[config.mk]
export PLATFORM = sky130hd
export DESIGN_NAME = hamming_single_error_decoder_core_flat
export DESIGN_NICKNAME = d
export VERILOG_FILES = /design/src/rtl/core/hsed_pkg.sv /design/src/rtl/core/hsed_if.sv /design/src/rtl/core/hsed_cfg.sv /design/src/rtl/core/hsed_syndrome.sv /design/src/rtl/core/hsed_correct.sv /design/src/rtl/core/hamming_single_error_decoder_core.sv /design/src/flat_wrapper.sv
export VERILOG_INCLUDE_DIRS = /design/src /design/src/rtl/core
export SDC_FILE = /design/constraint.sdc
export NUM_CORES = 1
export LEC_CHECK = 0
export BUFFER_PORTS_ARGS = -buffer_cell sky130_fd_sc_hd__buf_2
export CAP_MARGIN = 40
export CORE_MARGIN = 2
export CORE_UTILIZATION = 63
export DETAILED_ROUTE_END_ITERATION = 8
export PLACE_DENSITY = 0.9
export SLEW_MARGIN = 20
export SYNTH_ARGS = -nofsm -noshare
export SYNTH_HDL_FRONTEND = slang
export SYNTH_SLANG_ARGS = --single-unit
[constraint.sdc]
create_clock -name clk -period 14.2 [get_ports clk]
set_input_delay 2.84 -clock clk [delete_from_list [all_inputs] [get_ports clk]]
set_output_delay 2.84 -clock clk [all_outputs]
set_load 0.01 [all_outputs]
[src/rtl/core/hamming_single_error_decoder_core_macros.svh]
// Assertion macros shared by the decoder core.
`ifndef HAMMING_SINGLE_ERROR_DECODER_CORE_MACROS_SVH
`define HAMMING_SINGLE_ERROR_DECODER_CORE_MACROS_SVH

// Same-cycle implication, disabled while reset is asserted.
`define HSED_ASSERT_IMPLY(label, ck, rn, ante, cons, msg) \
    label: assert property (@(posedge ck) disable iff (!rn) (ante) |-> (cons)) \
        else $error(msg);

// Next-cycle implication, disabled while reset is asserted.
`define HSED_ASSERT_NEXT(label, ck, rn, ante, cons, msg) \
    label: assert property (@(posedge ck) disable iff (!rn) (ante) |=> (cons)) \
        else $error(msg);

`endif

[src/rtl/core/hsed_pkg.sv]
package hsed_pkg;

    localparam int CODEWORD_W = 64;
    localparam int DATA_W     = 57;
    localparam int SYN_W      = 7;
    localparam int DLEN_W     = 6;
    localparam int CFG_IDX_W  = 1;

    localparam logic [CFG_IDX_W-1:0] CFG_DATA_LENGTH = 1'd0;
    localparam logic [CFG_IDX_W-1:0] CFG_PARITY_ODD  = 1'd1;

    localparam logic [DLEN_W-1:0] DATA_LENGTH_RESET = 6'd4;

    // Decoding setup derived from the configuration registers.
    typedef struct packed {
        logic              parity_odd;
        logic [SYN_W-1:0]  code_len;
    } cfg_t;

    // Masked codeword and its syndrome, handed to the correction logic.
    typedef struct packed {
        logic [CODEWORD_W-1:0] word;
        logic [SYN_W-1:0]      syndrome;
    } syn_t;

    // Smallest parity count p with d + p + 1 <= 2^p.
    function automatic logic [2:0] parity_count(input logic [DLEN_W-1:0] d);
        logic [2:0] p;
        logic       found;
        p     = 3'd7;
        found = 1'b0;
        for (int k = 0; k < 8; k++) begin
            if (!found && (int'(d) + k + 1 <= (1 << k))) begin
                p     = 3'(k);
                found = 1'b1;
            end
        end
        return p;
    endfunction

    // Largest data length whose codeword fits in code_bits positions.
    function automatic logic [DLEN_W-1:0] max_data_length(input int code_bits);
        logic [DLEN_W-1:0] r;
        r = '0;
        for (int d = 0; d <= DATA_W; d++) begin
            if (d + int'(parity_count(DLEN_W'(d))) <= code_bits) begin
                r = DLEN_W'(d);
            end
        end
        return r;
    endfunction

    // Bits covered by parity group i, excluding the parity bit itself.
    function automatic logic [CODEWORD_W-1:0] group_mask(input int i);
        logic [CODEWORD_W-1:0] m;
        m = '0;
        for (int pos = 1; pos <= CODEWORD_W; pos++) begin
            m[pos-1] = (((pos >> i) & 1) == 1) && (pos != (1 << i));
        end
        return m;
    endfunction

    // Zero-based codeword bit that carries data bit k.
    function automatic int data_bit_index(input int k);
        int cnt;
        int idx;
        cnt = 0;
        idx = 0;
        for (int pos = 1; pos <= CODEWORD_W; pos++) begin
            if ((pos & (pos - 1)) != 0) begin
                if (cnt == k) begin
                    idx = pos - 1;
                end
                cnt++;
            end
        end
        return idx;
    endfunction

endpackage

[src/rtl/core/hsed_if.sv]
interface hsed_in_if;
    logic                                 valid;
    logic                                 ready;
    logic [hsed_pkg::CODEWORD_W-1:0]      codeword;

    modport source (output valid, output codeword, input ready);
    modport sink (input valid, input codeword, output ready);
endinterface

interface hsed_out_if;
    logic                                 valid;
    logic                                 ready;
    logic [hsed_pkg::DATA_W-1:0]          data_bits;
    logic                                 no_error;
    logic [hsed_pkg::SYN_W-1:0]           error_position;
    logic                                 position_invalid;

    modport source (output valid, output data_bits, output no_error,
                    output error_position, output position_invalid, input ready);
    modport sink (input valid, input data_bits, input no_error,
                  input error_position, input position_invalid, output ready);
endinterface

[src/rtl/core/hsed_cfg.sv]
module hsed_cfg #(
    parameter int CODE_BITS = 64
) (
    input  logic                              clk,
    input  logic                              rst_n,
    input  logic                              cfg_we,
    input  logic [hsed_pkg::CFG_IDX_W-1:0]    cfg_index,
    input  logic [hsed_pkg::DLEN_W-1:0]       cfg_wdata,
    output hsed_pkg::cfg_t                    cfg
);

    localparam logic [hsed_pkg::DLEN_W-1:0] DATA_LENGTH_MAX =
        hsed_pkg::max_data_length(CODE_BITS);

    logic [hsed_pkg::DLEN_W-1:0] data_length_reg;
    logic                        parity_odd_reg;
    logic [hsed_pkg::DLEN_W-1:0] data_length_eff;

    always_ff @(posedge clk or negedge rst_n) begin
        if (!rst_n) begin
            data_length_reg <= hsed_pkg::DATA_LENGTH_RESET;
            parity_odd_reg  <= 1'b0;
        end else if (cfg_we) begin
            unique case (cfg_index)
                hsed_pkg::CFG_DATA_LENGTH: data_length_reg <= cfg_wdata;
                hsed_pkg::CFG_PARITY_ODD:  parity_odd_reg  <= cfg_wdata[0];
                default:                   data_length_reg <= data_length_reg;
            endcase
        end
    end

    // Lengths whose codeword would not fit are clamped to the largest that does.
    assign data_length_eff = (data_length_reg > DATA_LENGTH_MAX) ? DATA_LENGTH_MAX
                                                                 : data_length_reg;

    assign cfg.parity_odd = parity_odd_reg;
    assign cfg.code_len   = {1'b0, data_length_eff}
                          + {4'b0, hsed_pkg::parity_count(data_length_eff)};

endmodule

[src/rtl/core/hsed_syndrome.sv]
module hsed_syndrome (
    input  logic [hsed_pkg::CODEWORD_W-1:0] codeword,
    input  hsed_pkg::cfg_t                  cfg,
    output hsed_pkg::syn_t                  syn
);

    logic [hsed_pkg::CODEWORD_W-1:0] word;

    // Positions beyond the codeword length read as zero.
    for (genvar b = 0; b < hsed_pkg::CODEWORD_W; b++) begin : g_mask
        assign word[b] = codeword[b] & (cfg.code_len > hsed_pkg::SYN_W'(b));
    end

    // A parity group exists only if its parity position lies inside the codeword.
    for (genvar i = 0; i < hsed_pkg::SYN_W; i++) begin : g_syn
        localparam logic [hsed_pkg::CODEWORD_W-1:0] MASK = hsed_pkg::group_mask(i);
        localparam logic [hsed_pkg::SYN_W-1:0]      GROUP_POS = hsed_pkg::SYN_W'(1 << i);
        assign syn.syndrome[i] = (cfg.code_len >= GROUP_POS)
                               & ((^(word & MASK)) ^ cfg.parity_odd ^ word[(1 << i) - 1]);
    end

    assign syn.word = word;

endmodule

[src/rtl/core/hsed_correct.sv]
module hsed_correct (
    input  hsed_pkg::syn_t                  syn,
    input  logic [hsed_pkg::SYN_W-1:0]      code_len,
    output logic [hsed_pkg::DATA_W-1:0]     data_bits,
    output logic                            no_error,
    output logic                            position_invalid
);

    logic [hsed_pkg::CODEWORD_W-1:0] fixed_word;

    assign position_invalid = syn.syndrome > code_len;
    assign no_error         = syn.syndrome == '0;

    // Flip the addressed bit only when the syndrome points inside the codeword.
    for (genvar b = 0; b < hsed_pkg::CODEWORD_W; b++) begin : g_flip
        assign fixed_word[b] = syn.word[b]
                             ^ (!position_invalid && (syn.syndrome == hsed_pkg::SYN_W'(b + 1)));
    end

    // Data bits sit at fixed positions; masking already zeroes those past the length.
    for (genvar k = 0; k < hsed_pkg::DATA_W; k++) begin : g_data
        assign data_bits[k] = fixed_word[hsed_pkg::data_bit_index(k)];
    end

endmodule

[src/rtl/core/hamming_single_error_decoder_core.sv]
// A codeword taken into the input register is decoded into the result register.
// Throughput: one codeword per cycle while results.ready holds; the XOR trees, bit flip
// and data extraction sit in a single stage between the input register and the result register.
// Reset (rst_n, asynchronous, active low) empties both pipeline stages and sets
// the data length to 4 and the parity type to even.
`include "hamming_single_error_decoder_core_macros.svh"

module hamming_single_error_decoder_core #(
    parameter int CODE_BITS = 64
) (
    input  logic                              clk,
    input  logic                              rst_n,
    input  logic                              cfg_we,
    input  logic [hsed_pkg::CFG_IDX_W-1:0]    cfg_index,
    input  logic [hsed_pkg::DLEN_W-1:0]       cfg_wdata,
    hsed_in_if.sink                           codewords,
    hsed_out_if.source                        results
);

    // Configuration registers and the codeword length derived from them.
    hsed_pkg::cfg_t cfg;

    hsed_cfg #(
        .CODE_BITS (CODE_BITS)
    ) u_cfg (
        .clk       (clk),
        .rst_n     (rst_n),
        .cfg_we    (cfg_we),
        .cfg_index (cfg_index),
        .cfg_wdata (cfg_wdata),
        .cfg       (cfg)
    );

    // Input stage. The result register parts the two sides, so a new beat can be taken
    // into an empty input stage while a finished result is still waiting downstream.
    logic                            in_valid_reg;
    logic [hsed_pkg::CODEWORD_W-1:0] codeword_reg;

    // Result stage.
    logic                            out_valid_reg;
    logic [hsed_pkg::DATA_W-1:0]     data_bits_reg;
    logic                            no_error_reg;
    logic [hsed_pkg::SYN_W-1:0]      error_position_reg;
    logic                            position_invalid_reg;

    logic                            out_free;
    logic                            advance;

    // The result register can load when it is empty or is being drained this cycle.
    assign out_free        = !out_valid_reg || results.ready;
    assign advance         = in_valid_reg && out_free;
    assign codewords.ready = !in_valid_reg || out_free;

    always_ff @(posedge clk or negedge rst_n) begin
        if (!rst_n) begin
            in_valid_reg  <= 1'b0;
            out_valid_reg <= 1'b0;
        end else begin
            if (codewords.ready) begin
                in_valid_reg <= codewords.valid;
            end
            if (out_free) begin
                out_valid_reg <= in_valid_reg;
            end
        end
    end

    always_ff @(posedge clk) begin
        if (codewords.valid && codewords.ready) begin
            codeword_reg <= codewords.codeword;
        end
    end

    // Decode logic between the two registers.
    hsed_pkg::syn_t              syn;
    logic [hsed_pkg::DATA_W-1:0] data_bits_next;
    logic                        no_error_next;
    logic [hsed_pkg::SYN_W-1:0]  error_position_next;
    logic                        position_invalid_next;

    hsed_syndrome u_syndrome (
        .codeword (codeword_reg),
        .cfg      (cfg),
        .syn      (syn)
    );

    hsed_correct u_correct (
        .syn              (syn),
        .code_len         (cfg.code_len),
        .data_bits        (data_bits_next),
        .no_error         (no_error_next),
        .position_invalid (position_invalid_next)
    );

    assign error_position_next = syn.syndrome;

    always_ff @(posedge clk) begin
        if (advance) begin
            data_bits_reg        <= data_bits_next;
            no_error_reg         <= no_error_next;
            error_position_reg   <= error_position_next;
            position_invalid_reg <= position_invalid_next;
        end
    end

    assign results.valid            = out_valid_reg;
    assign results.data_bits        = data_bits_reg;
    assign results.no_error         = no_error_reg;
    assign results.error_position   = error_position_reg;
    assign results.position_invalid = position_invalid_reg;

    // A codeword leaving the input stage must land in the result stage.
    `HSED_ASSERT_NEXT(a_advance_fills_result, clk, rst_n, advance, out_valid_reg, "result stage did not load")

    // The no-error flag and the reported position must agree.
    `HSED_ASSERT_IMPLY(a_no_error_matches_position, clk, rst_n, out_valid_reg, no_error_reg == (error_position_reg == '0), "no_error disagrees with error_position")

    // An out-of-range flag must come with a syndrome beyond the codeword length.
    `HSED_ASSERT_IMPLY(a_invalid_beyond_length, clk, rst_n, out_valid_reg && position_invalid_reg, error_position_reg > cfg.code_len, "position_invalid with in-range syndrome")

endmodule

[src/flat_wrapper.sv]
// flat-port wrapper written by rule: the top's interface ports become plain ports
module hamming_single_error_decoder_core_flat 
#(
    parameter int CODE_BITS = 64
)
  (clk, rst_n, cfg_we, cfg_index, cfg_wdata, codewords_valid, codewords_codeword, codewords_ready, results_valid, results_data_bits, results_no_error, results_error_position, results_position_invalid, results_ready);
  hsed_in_if codewords_i ();
  hsed_out_if results_i ();
  input  logic clk;
  input  logic rst_n;
  input  logic cfg_we;
  input  logic [hsed_pkg::CFG_IDX_W-1:0] cfg_index;
  input  logic [hsed_pkg::DLEN_W-1:0] cfg_wdata;
  input wire logic [$bits(codewords_i.valid)-1:0] codewords_valid;
  input wire logic [$bits(codewords_i.codeword)-1:0] codewords_codeword;
  output wire logic [$bits(codewords_i.ready)-1:0] codewords_ready;
  output wire logic [$bits(results_i.valid)-1:0] results_valid;
  output wire logic [$bits(results_i.data_bits)-1:0] results_data_bits;
  output wire logic [$bits(results_i.no_error)-1:0] results_no_error;
  output wire logic [$bits(results_i.error_position)-1:0] results_error_position;
  output wire logic [$bits(results_i.position_invalid)-1:0] results_position_invalid;
  input wire logic [$bits(results_i.ready)-1:0] results_ready;
  assign codewords_i.valid = codewords_valid;
  assign codewords_i.codeword = codewords_codeword;
  assign codewords_ready = codewords_i.ready;
  assign results_valid = results_i.valid;
  assign results_data_bits = results_i.data_bits;
  assign results_no_error = results_i.no_error;
  assign results_error_position = results_i.error_position;
  assign results_position_invalid = results_i.position_invalid;
  assign results_i.ready = results_ready;
  hamming_single_error_decoder_core #(.CODE_BITS(CODE_BITS)) u_core (.clk(clk), .rst_n(rst_n), .cfg_we(cfg_we), .cfg_index(cfg_index), .cfg_wdata(cfg_wdata), .codewords(codewords_i), .results(results_i));
endmodule
# ---- Word level (Yosys, flattened, before mapping)
# Cells that the tools add are included.
dict set report word_totals {
  ff_bits 139
  latch_bits 0
  ram_bits 0
  romBits 0
  inputBits 76
  out_inout_bits 68
  word_cells 407
  memories 0
}
dict set report classes {
  addsub 15
  multipliers 0
  div 0
  order_cmp 81
  eq_ne 57
  shift 0
  muxes 16
  n_bitwise 142
  reduce_logical 87
}
# operator count
set op_table {}
lappend op_table {{XOR reduction 64 bit} 6}
lappend op_table {{> comparator 7 x 6 -> 1 bit (second input constant)} 32}
lappend op_table {{== test 7 x 6 -> 1 bit (second input constant)} 31}
lappend op_table {{> comparator 7 x 5 -> 1 bit (second input constant)} 16}
lappend op_table {{== test 7 x 5 -> 1 bit (second input constant)} 15}
lappend op_table {{AND 1 bit} 71}
lappend op_table {{XOR 1 bit} 70}
lappend op_table {{logical AND 1 bit} 66}
lappend op_table {{adder 7 x 1 -> 8 bit (second input constant)} 7}
lappend op_table {{> comparator 7 x 4 -> 1 bit (second input constant)} 8}
lappend op_table {{== test 7 x 4 -> 1 bit (second input constant)} 7}
lappend op_table {{adder 6 x 3 -> 7 bit (second input constant)} 4}
lappend op_table {{> comparator 7 x 3 -> 1 bit (second input constant)} 4}
lappend op_table {{two-way mux 3 bit} 8}
lappend op_table {{== test 7 x 3 -> 1 bit (second input constant)} 3}
lappend op_table {{adder 6 x 2 -> 7 bit (second input constant)} 2}
lappend op_table {{> comparator 7 x 1 -> 1 bit (second input constant)} 2}
lappend op_table {{> comparator 7 x 2 -> 1 bit (second input constant)} 2}
lappend op_table {{zero test 1 bit} 10}
lappend op_table {{less-or-equal comparator 8 x 2 -> 1 bit (second input constant)} 1}
lappend op_table {{less-or-equal comparator 8 x 3 -> 1 bit (second input constant)} 1}
lappend op_table {{less-or-equal comparator 8 x 4 -> 1 bit (second input constant)} 1}
lappend op_table {{less-or-equal comparator 8 x 5 -> 1 bit (second input constant)} 1}
lappend op_table {{less-or-equal comparator 8 x 6 -> 1 bit (second input constant)} 1}
lappend op_table {{21 further kinds} 29}

# ---- Depth between registers and ports, before layout
# Gate-level depths: netlist of the first run.
dict set report logic_depth {
  ltp_word 37
  depth_mapped 49
  ltp_nobuf 41
}

# ---- Modules after synthesis
# From an unflattened synthesis of the first run, not the netlist that was laid out.
dict set report unflattened {
  hier_cells 869
  hier_area_um2 9196.3
}
# module instances cells_per_inst area_per_inst_um2 seq_area_each_um2
set by_module_without_submodules {}
lappend by_module_without_submodules {hamming_single_error_decoder_core 1 138 4007.6 3953.8}
lappend by_module_without_submodules {hsed_syndrome 1 413 2952.8 0.0}
lappend by_module_without_submodules {hsed_correct 1 177 1162.4 0.0}
lappend by_module_without_submodules {hsed_cfg 1 141 1073.5 176.4}

# ---- Least setup slack after synthesis of the first run
# OpenSTA, ideal clock, no wires.
dict set report synth_timing {
  path_type {register to register}
  from {register u_core.u_cfg.data_length_reg[3] in the netlist's numbering}
  to {register u_core.data_bits_reg, in the netlist u_core.results.data_bits[52] (data pin)}
  setup_ns 0.258
  arrival_time_ns 9.192
  t_required_ns 13.942
  setup_slack_ns 4.751
  stages_incl_launch_ff 49
  n_path_buf 11
  period_less_slack_ns 9.449
  cell_sequence {dfrtp_1 -> buf_4 -> buf_2 -> clkbuf_1 -> buf_1 -> clkbuf_1 -> ha_1 -> and3_1 -> o31a_1 -> a41oi_2 -> and4bb_4 -> buf_6 -> nor3_4 -> buf_6 -> o21ai_0 -> and3_1 -> ha_1 -> inv_1 -> [13 not listed] -> or2_1 -> buf_2 -> inv_1 -> ha_1 -> nor2b_1 -> o21ai_0 -> nand2b_1 -> a21oi_1 -> o21ai_0 -> o21a_1 -> clkbuf_1 -> a21oi_1 -> inv_1 -> or4b_1 -> buf_2 -> nand4b_4 -> nand2b_4 -> xnor2_2}
}
# element line_no
set synth_rtl {}
lappend synth_rtl {{from (decl)} hsed_cfg.sv:15} ;# logic [hsed_pkg::DLEN_W-1:0] data_length_reg;
lappend synth_rtl {{from (signal assigned)} hsed_cfg.sv:21} ;# data_length_reg <= hsed_pkg::DATA_LENGTH_RESET;
lappend synth_rtl {{from (signal assigned)} hsed_cfg.sv:25} ;# hsed_pkg::CFG_DATA_LENGTH: data_length_reg <= cfg_wdata;
lappend synth_rtl {{from (signal assigned)} hsed_cfg.sv:27} ;# default: data_length_reg <= data_length_reg;
lappend synth_rtl {{to (signal assigned)} hamming_single_error_decoder_core.sv:99} ;# data_bits_reg <= data_bits_next;
lappend synth_rtl {{to (decl)} hamming_single_error_decoder_core.sv:41} ;# logic [hsed_pkg::DATA_W-1:0] data_bits_reg;

==> flow_metrics.tcl, run 1 <==
set metrics [dict create \
    outcome "completed" \
    detail_route.vias_per_cell 6.75 \
    rsz0062_at_grt "false" \
    seqCellArea_um2 4130 \
    number_of_flops_mapped_to_enable_cells_by_yosys 130 \
    coreArea_um2 15100 \
    clkSlewWorstSetupHoldPaths_ps 60 \
    worstPathRequired_ps 14370 \
    multiInputGateArea_um2 5180 \
    grt_pass1_wl_um 45300 \
    post_cts_resize_count 0 \
    critical-path-max-stage-delay_ps 830 \
    critical_path.startpoint_type "flop" \
    timing.final.crit_share_pct 86.1 \
    setup_viol_count_final 0 \
    number_of_antenna_violations_at_the_first_check_in_global_routing 0 \
    grt_max_degree 67 \
    cts_hold_buffers 0 \
    max_slew_violation_count 0 \
    achievable-frequency_ghz 0.0818 \
    ys.warnings.count 0 \
    filler_cell_count 1058 \
    drc 0 \
    synth.avg_cell_area_um2 11.1 \
    drt-wirelength-per-cell_um 25.6 \
    grtUsageTotal_pct 38.0 \
    firstDrtPassIters 6 \
    synth_largest_area_cell "edfxtp_1" \
    mappedNetlistNets 960 \
    clk_tree_root_cell "clkbuf_16" \
    syn_inst 865 \
    timing.final.crit_period_ps 12230 \
    drt.antenna.violating_nets 0 \
    finalSetupTns_ps 0 \
    primary_flip_flop_cell_chosen_by_synthesis_mapping "edfxtp_1" \
    initial_utilization_pct 63.8 \
    die-height_um 128 \
    grt-ovfl-total 0 \
    via_count 8076 \
    worst_slew_pin_slew_ps 904 \
    cts-htree-levels 4 \
    fin_worst_skew_ps 9.79 \
    maximum_net_fanout_on_the_critical_path 20 \
    final_util_pct 73.6 \
    ys_ff_latch 139 \
    dp_hpwl_um 23000 \
    synth_sequential_area_ratio_pct 42.9 \
    numPortBuffers 143 \
    critPathCaptureType "flop" \
    floorplan.rows 45 \
    tritoncts.num_buffers 17 \
    drv_cap 0 \
    synth_cell_types 105 \
    yosys-top-cells-area "edfxtp_1, xnor2_1, xor2_1" \
    share_of_the_synthesized_area_in_the_top_cell_type_pct 40.5 \
    drt_wl_total_um 30700 \
    ys_async_sr_fraction_pct 6.47 \
    setup.worst_path.class "flop to flop" \
    dieWidth_um 128 \
    worstPathArrival_ps 12400 \
    flip_flop_count_of_the_largest_register_after_layout 64 \
    hold_slack_ps 492 \
    routabilityCongestion 1.04 \
    timing.final.hold_violations 0 \
    nets 1091 \
    clock_latency_on_the_worst_skew_pair_ps 430 \
    cts_buffer_depth 2 \
    fp.dieArea_um2 16300 \
    slowest_stage "dfrtp_1" \
    cts_tree "built" \
    syn_area_um2 9630 \
    tritoncts_num_sinks 139 \
    flow.area_growth_from_synthesis_pct 15.4 \
    drt-initial-drc-count 1585 \
    cts_setup_buffers 0 \
    grt_pass1_vias 7518 \
    worst_slew_margin_rel_pct 39.8 \
    num_antenna_cells 0 \
    share_of_cells_above_drive_strength_1_pct 24.1 \
    hp-class "flop to flop" \
    design.portCount 144 \
]
## final cells by class
type	count	area share, %
inverter	24	0.811
multi-input combinational	658	46.7
clock inverter	14	1.87
timing repair buffer	156	7.50
tap	188	2.12
clock buffer	18	3.86
sequential	139	37.2
## routing by layer
metal	routed length, um	vias up	global-route usage [%]
li1	-	3484	-
met1	11900	3822	53.6
met2	13600	675	56.1
met3	4010	95	10.4
met4	1190	0	15.1
met5	0	-	0
## synth_stat cells (all sizes together), types with 6 or more instances
cell / n
buf: 25
xor2: 54
ha: 18
o21a: 6
o41ai: 10
mux2i: 9
o211ai: 9
a21oi: 28
inv: 23
clkbuf: 19
and3: 10
nand3: 37
dfrtp: 8
nand2: 59
nand3b: 11
nor2b: 9
and2: 18
nand2b: 18
nor3b: 15
nor3: 14
o21ai: 51
nor2: 50
nor4: 6
xnor2: 79
a211o: 6
xnor3: 22
nand4: 6
a31oi: 11
edfxtp: 130
## final timing paths
kind | from | endpoint | slack (ps) | cells past startpoint
max | u_core.u_cfg.data_length_reg[4] | u_core.results.data_bits[52] | 1970 | 41
min | u_core.in_valid_reg | u_core.results.valid | 490 | 1
max reg2reg | u_core.u_cfg.data_length_reg[4] | u_core.results.data_bits[52] | 1970 | 41
min reg2reg | u_core.in_valid_reg | u_core.results.valid | 490 | 1
max in group asynchronous | rst_n | u_core.u_cfg.data_length_reg[2] | 11710 | 1
min in group asynchronous | rst_n | u_core.u_cfg.parity_odd_reg | 2250 | 1
## cells in the final DEF (no fill, tap or decap), drive strengths merged, types with 22 or more instances in the layout
cell and count:
nand2 59, nand3 37, nor2 50, edfxtp 130, xnor3 22, o21ai 51, xnor2 79, xor2 54
buf 156, a21oi 28, inv 30
## stage by stage
step,cell area [um2],cells,setup slack [ps]
floorplan,9630,865,4750
global placement,10400,1160,2760
detailed placement,10400,1163,2490
CTS,11100,1195,2400
global route,11100,1197,1450
finish,11100,1197,1970
## worst max-delay path: cells and delay by family, from the launching register on
kind,cells,cell delay (ps)
adder cells (fa/ha/maj),4,1450
AO/OA/AOI/OAI,10,2880
buffers and inverters,6,1030
XOR/XNOR,6,1660
flip-flops,1,830
AND/OR/NAND/NOR,15,4090
## logic make-up (layout without fill, tap and decap cells)
kind of cell,Yosys count,count (layout),share of synthesized area (%)
adders and majority gates,19,19,2.55
buffers and inverters,68,212,3.27
xor gates and xnor gates,157,157,18.0
and+or+nand+nor,276,276,16.3
muxes,14,14,1.52
AOI/OAI and AO/OA,192,192,15.5
DFF,139,139,42.9
Power of run 1 is left out: the tool's default activity adds up to more than one toggle a clock period on the data nets, which glitch-free logic cannot reach.
==> run 2, diff against run 1 <==
- CORE_UTILIZATION: 63 -> 40
- PLACE_DENSITY: 0.9 -> 0.62
==> run 2 against run 1 <==
  * Flip-flop and latch count is the same
  * Via count down 4.2%
  * Clock skew up 3.9 ps
  * Core utilization decreased by 26 points
  * Final cell count grew 11%
  * Die area grew 56%
  * Critical path depth unchanged
  * Global-route usage fell by 14 points
  * Critical path type unchanged
  * Critical endpoint unchanged
  * Largest cell class unchanged
  * Highest routed layer unchanged
==> flow_metrics.tcl, run 2 (synthesis gave the netlist of run 1 again) <==
set metrics [dict create \
    outcome "completed" \
    clock_latency_on_the_worst_skew_pair_ps 430 \
    postLayoutSetupSlackWorst_ps 1990 \
    floorplan.rows 56 \
    setup_viol_count_final 0 \
    drc 0 \
    tritoncts.num_buffers 17 \
    cts-htree-levels 4 \
    detail_route.vias_per_cell 5.82 \
    timing.final.crit_period_ps 12210 \
    worst_setup_slack_for_register_to_register_paths_ps 1990 \
    detailroute.wirelength.met2_um 13000 \
    worst_slew_margin_rel_pct 38.7 \
    drt.antenna.violating_nets 0 \
    filler_cell_count 2226 \
    dieWidth_um 159 \
    flow.area_growth_from_synthesis_pct 16.9 \
    flip_flop_count_of_the_largest_register_after_layout 64 \
    grt_pass1_wl_um 45400 \
    routabilityCongestion 1.00 \
    drv_cap 0 \
    timing.final.crit_share_pct 86.0 \
    die-height_um 159 \
    placed_cells 1296 \
    max_slew_violation_count 0 \
    dp_hpwl_um 23700 \
    initial_utilization_pct 40.9 \
    critPathCaptureType "flop" \
    grtUsageTotal_pct 24.0 \
    most-common-layout-cells "buf_2, edfxtp_1, xnor2_1" \
    number_of_antenna_violations_at_the_first_check_in_global_routing 0 \
    num_antenna_cells 0 \
    coreArea_um2 23500 \
    layout.cells.most_common "buf_2" \
    cts_buffer_depth 2 \
    post_cts_resize_count 0 \
    dpl_worst_slack_ps 2330 \
    critical_path.startpoint_type "flop" \
    cts_hold_buffers 0 \
    critical-path-max-stage-delay_ps 860 \
    cts_setup_buffers 0 \
    achievable-frequency_ghz 0.0819 \
    clk_tree_root_cell "clkbuf_16" \
    drt_wl_total_um 30600 \
    grt_pass1_vias 7183 \
    hp-class "flop to flop" \
    grt-ovfl-total 0 \
    numPortBuffers 143 \
    grt_max_degree 65 \
    design.portCount 144 \
    via_count 7740 \
    clkSlewWorstSetupHoldPaths_ps 60 \
    cts_tree "built" \
    worst_slew_pin_slew_ps 910 \
    fp.dieArea_um2 25300 \
    met1Wirelength_um 13400 \
    firstDrtPassIters 6 \
    slowest_stage "dfrtp_1" \
    nets 1093 \
    worstPathArrival_ps 12400 \
    timing.final.hold_violations 0 \
    maximum_net_fanout_on_the_critical_path 20 \
    drt-initial-drc-count 1015 \
    worstPathRequired_ps 14380 \
    route.top_layer_used "met4" \
    met3_wirelength_um 3200 \
    final_cell_count_no_fill 1330 \
    rsz0062_at_grt "false" \
    tritoncts_num_sinks 139 \
    share_of_cells_above_drive_strength_1_pct 24.1 \
    finalSetupTns_ps 0 \
    setup.worst_path.class "flop to flop" \
    drt-wirelength-per-cell_um 23.0 \
    fin_worst_skew_ps 13.7 \
]
-- run 2: changes by cell type in the layout (fill, tap and decap cells not counted), sizes merged --
cell and delta:
buf +2, bufinv -2, clkinv +4, clkinvlp +2
inv -4
-- run 2: worst paths after layout --
check,from,to,depth (start not counted)
hold / removal,u_core.in_valid_reg,u_core.results.valid,1
setup reg to reg,u_core.u_cfg.data_length_reg[4],u_core.results.data_bits[52],41
min in group asynchronous,rst_n,u_core.u_cfg.parity_odd_reg,1
setup / recovery,u_core.u_cfg.data_length_reg[4],u_core.results.data_bits[52],41
max in group asynchronous,rst_n,u_core.u_cfg.data_length_reg[2],1
hold reg to reg,u_core.in_valid_reg,u_core.results.valid,1
-- run 2: through the flow --
step | hold slack, ps | utilization [%] | area [um2]
after global routing | 536 | 47.8 | 11300
after CTS | 502 | 47.6 | 11200
after floorplan | 449 | - | 9630
final | 497 | 47.8 | 11300
after global placement | 460 | 45.0 | 10600
after detailed placement | 481 | 45.2 | 10600
-- run 2: critical path, delay by kind of cell (launching register included) --
kind	cells	cell delay, ps
adder cells (fa/ha/maj)	4	1410
buffers and inverters	6	1060
AO/OA/AOI/OAI	10	2780
AND/OR/NAND/NOR	15	4120
XOR/XNOR	6	1670
flip-flops	1	860
-- run 2: cell type report --
type,instances,area [um2],area share [%]
repair buffers,158,872,7.75
clock inverters,14,145,1.29
clock buffers,18,429,3.81
well taps,319,399,3.55
multi-input cells,658,5180,46.1
flip-flops and latches,139,4130,36.7
inverters,24,90.1,0.801
-- run 2: layer usage --
layer | vias up | GRT usage, %
met4 | 0 | 8.43
met5 | - | 0
li1 | 3486 | -
met1 | 3701 | 35.1
met3 | 64 | 5.78
met2 | 489 | 34.8
Power of run 2 is left out for the same reason.
==> run 3, diff against run 2 <==
- CTS_BUF_LIST: unset -> sky130_fd_sc_hd__clkbuf_4
==> run 3 against run 2 <==
  * Via count is 0.44% lower
  * Core utilization shrank 1.1 points
  * Wire length hardly changed
  * Global-route usage fell by 0.19 points
  * Worst hold slack improved by 7.4 ps
  * Critical path type unchanged
==> flow_metrics.tcl, run 3 (synthesis gave the netlist of run 1 again) <==
set metrics [dict create \
    grt_pass1_vias 7141 \
    r2r_start "u_core.u_cfg.data_length_reg[4]" \
    routabilityCongestion 1.00 \
    drt.antenna.violating_nets 0 \
    most-common-layout-cells "buf_2, edfxtp_1, xnor2_1" \
    flow.area_growth_from_synthesis_pct 14.0 \
    clk_tree_root_cell "clkbuf_4" \
    filler_cell_count 2253 \
    dieWidth_um 159 \
    initial_utilization_pct 40.9 \
    setup_viol_count_final 0 \
    outcome "completed" \
    detail_route.vias_per_cell 5.77 \
    firstDrtPassIters 6 \
    critical_path.startpoint "u_core.u_cfg.data_length_reg[4]" \
    cp_num_buf_inv 6 \
    reg2regPathDepth 40 \
    max_slew_violation_count 0 \
    worst_slew_pin_slew_ps 871 \
    grt-ovfl-total 0 \
    maximum_net_fanout_on_the_critical_path 20 \
    drv_cap 0 \
    cts_tree "built" \
    coreArea_um2 23500 \
    timing.final.hold_violations 0 \
    timing.final.crit_share_pct 85.8 \
    tritoncts.num_buffers 17 \
    fin_worst_skew_ps 21.5 \
    drt-wirelength-per-cell_um 22.9 \
    drc 0 \
    drt-initial-drc-count 1069 \
    grt_max_degree 65 \
    seqCellArea_um2 4130 \
    finalSetupTns_ps 0 \
    cts-htree-levels 4 \
    r2r_end "u_core.results.data_bits[3]" \
    design.portCount 144 \
    gr-usage-met2_pct 34.9 \
    drt_wl_total_um 30600 \
    cts_buffer_depth 2 \
    clock_latency_on_the_worst_skew_pair_ps 580 \
    cts_hold_buffers 0 \
    worst_setup_slack_for_register_to_register_paths_ps 2010 \
    worst-path-stages 40 \
    nets 1094 \
    grtUsageTotal_pct 23.8 \
    tritoncts_num_sinks 139 \
    achievable-frequency_ghz 0.0820 \
    number_of_antenna_violations_at_the_first_check_in_global_routing 1 \
    setup.worst_path.class "flop to flop" \
    worstPathRequired_ps 14580 \
    use_met1_pct 35.4 \
    globalRoute.busiestLayer "met1" \
    worst_slew_margin_rel_pct 41.3 \
    flip_flop_count_of_the_largest_register_after_layout 64 \
    multiInputGateArea_um2 5180 \
    cts_setup_buffers 0 \
    cp-endpoint "u_core.results.data_bits[3]" \
    post_cts_resize_count 0 \
    share_of_cells_above_drive_strength_1_pct 24.3 \
    critPathCaptureType "flop" \
    numPortBuffers 143 \
    timing.final.crit_period_ps 12190 \
    worstPathArrival_ps 12570 \
    layout.cells.most_common "buf_2" \
    critical-path-max-stage-delay_ps 880 \
    critical_path.startpoint_type "flop" \
    grt_pass1_wl_um 45100 \
    cpLargestDelayFamily "simple AND/OR/NAND/NOR gates" \
    via_count 7706 \
    rsz0062_at_grt "false" \
    die-height_um 159 \
    clkSlewWorstSetupHoldPaths_ps 130 \
    global_route.usage.met3_pct 4.74 \
    slowest_stage "dfrtp_1" \
    fp.dieArea_um2 25300 \
    dp_hpwl_um 23700 \
    hp-class "flop to flop" \
    floorplan.rows 56 \
]
-- run 3: cell types whose count changed in the layout (fill, tap and decap cells not counted), sizes merged --
cell	previous run	this run
buf	158	159
diode	0	5
-- run 3: through the flow --
stage          instances  hold slack (ps)  utilization, %  area [um2]  worst slack (ps)
2_1_floorplan        865              449               -        9630              4750
3_3_place_gp        1292              460            45.0       10600              2550
3_5_place_dp        1296              481            45.2       10600              2330
4_1_cts             1328              519            46.4       10900              2240
5_1_grt             1336              561            46.6       11000              1340
6_report            1336              504            46.6       11000              2010
-- run 3: routing by layer --
metal | share of wire [%] | wire, um
met5 | 0 | 0
met4 | 2.7 | 832
met3 | 11 | 3330
met2 | 43 | 13300
met1 | 43 | 13200
-- run 3: area by class of cell --
type | count | area share [%]
antenna | 5 | 0.114
inverter | 24 | 0.820
clock buffer | 18 | 1.23
multi-input combinational | 658 | 47.2
clock inverter | 14 | 1.32
sequential | 139 | 37.6
tap | 319 | 3.63
timing repair buffer | 159 | 8.04
-- run 3: how the worst min path moves through the flow --
stage,slack [ps],cells after the start,endpoint,start
after floorplan,450,1,u_core.results.valid,u_core.in_valid_reg
after global placement,460,1,u_core.results.valid,u_core.in_valid_reg
after detailed placement,480,1,u_core.results.valid,u_core.in_valid_reg
after CTS,520,1,u_core.results.valid,u_core.in_valid_reg
after global routing,560,1,u_core.results.valid,u_core.in_valid_reg
final,500,1,u_core.results.valid,u_core.in_valid_reg
Power of run 3 is left out for the same reason.
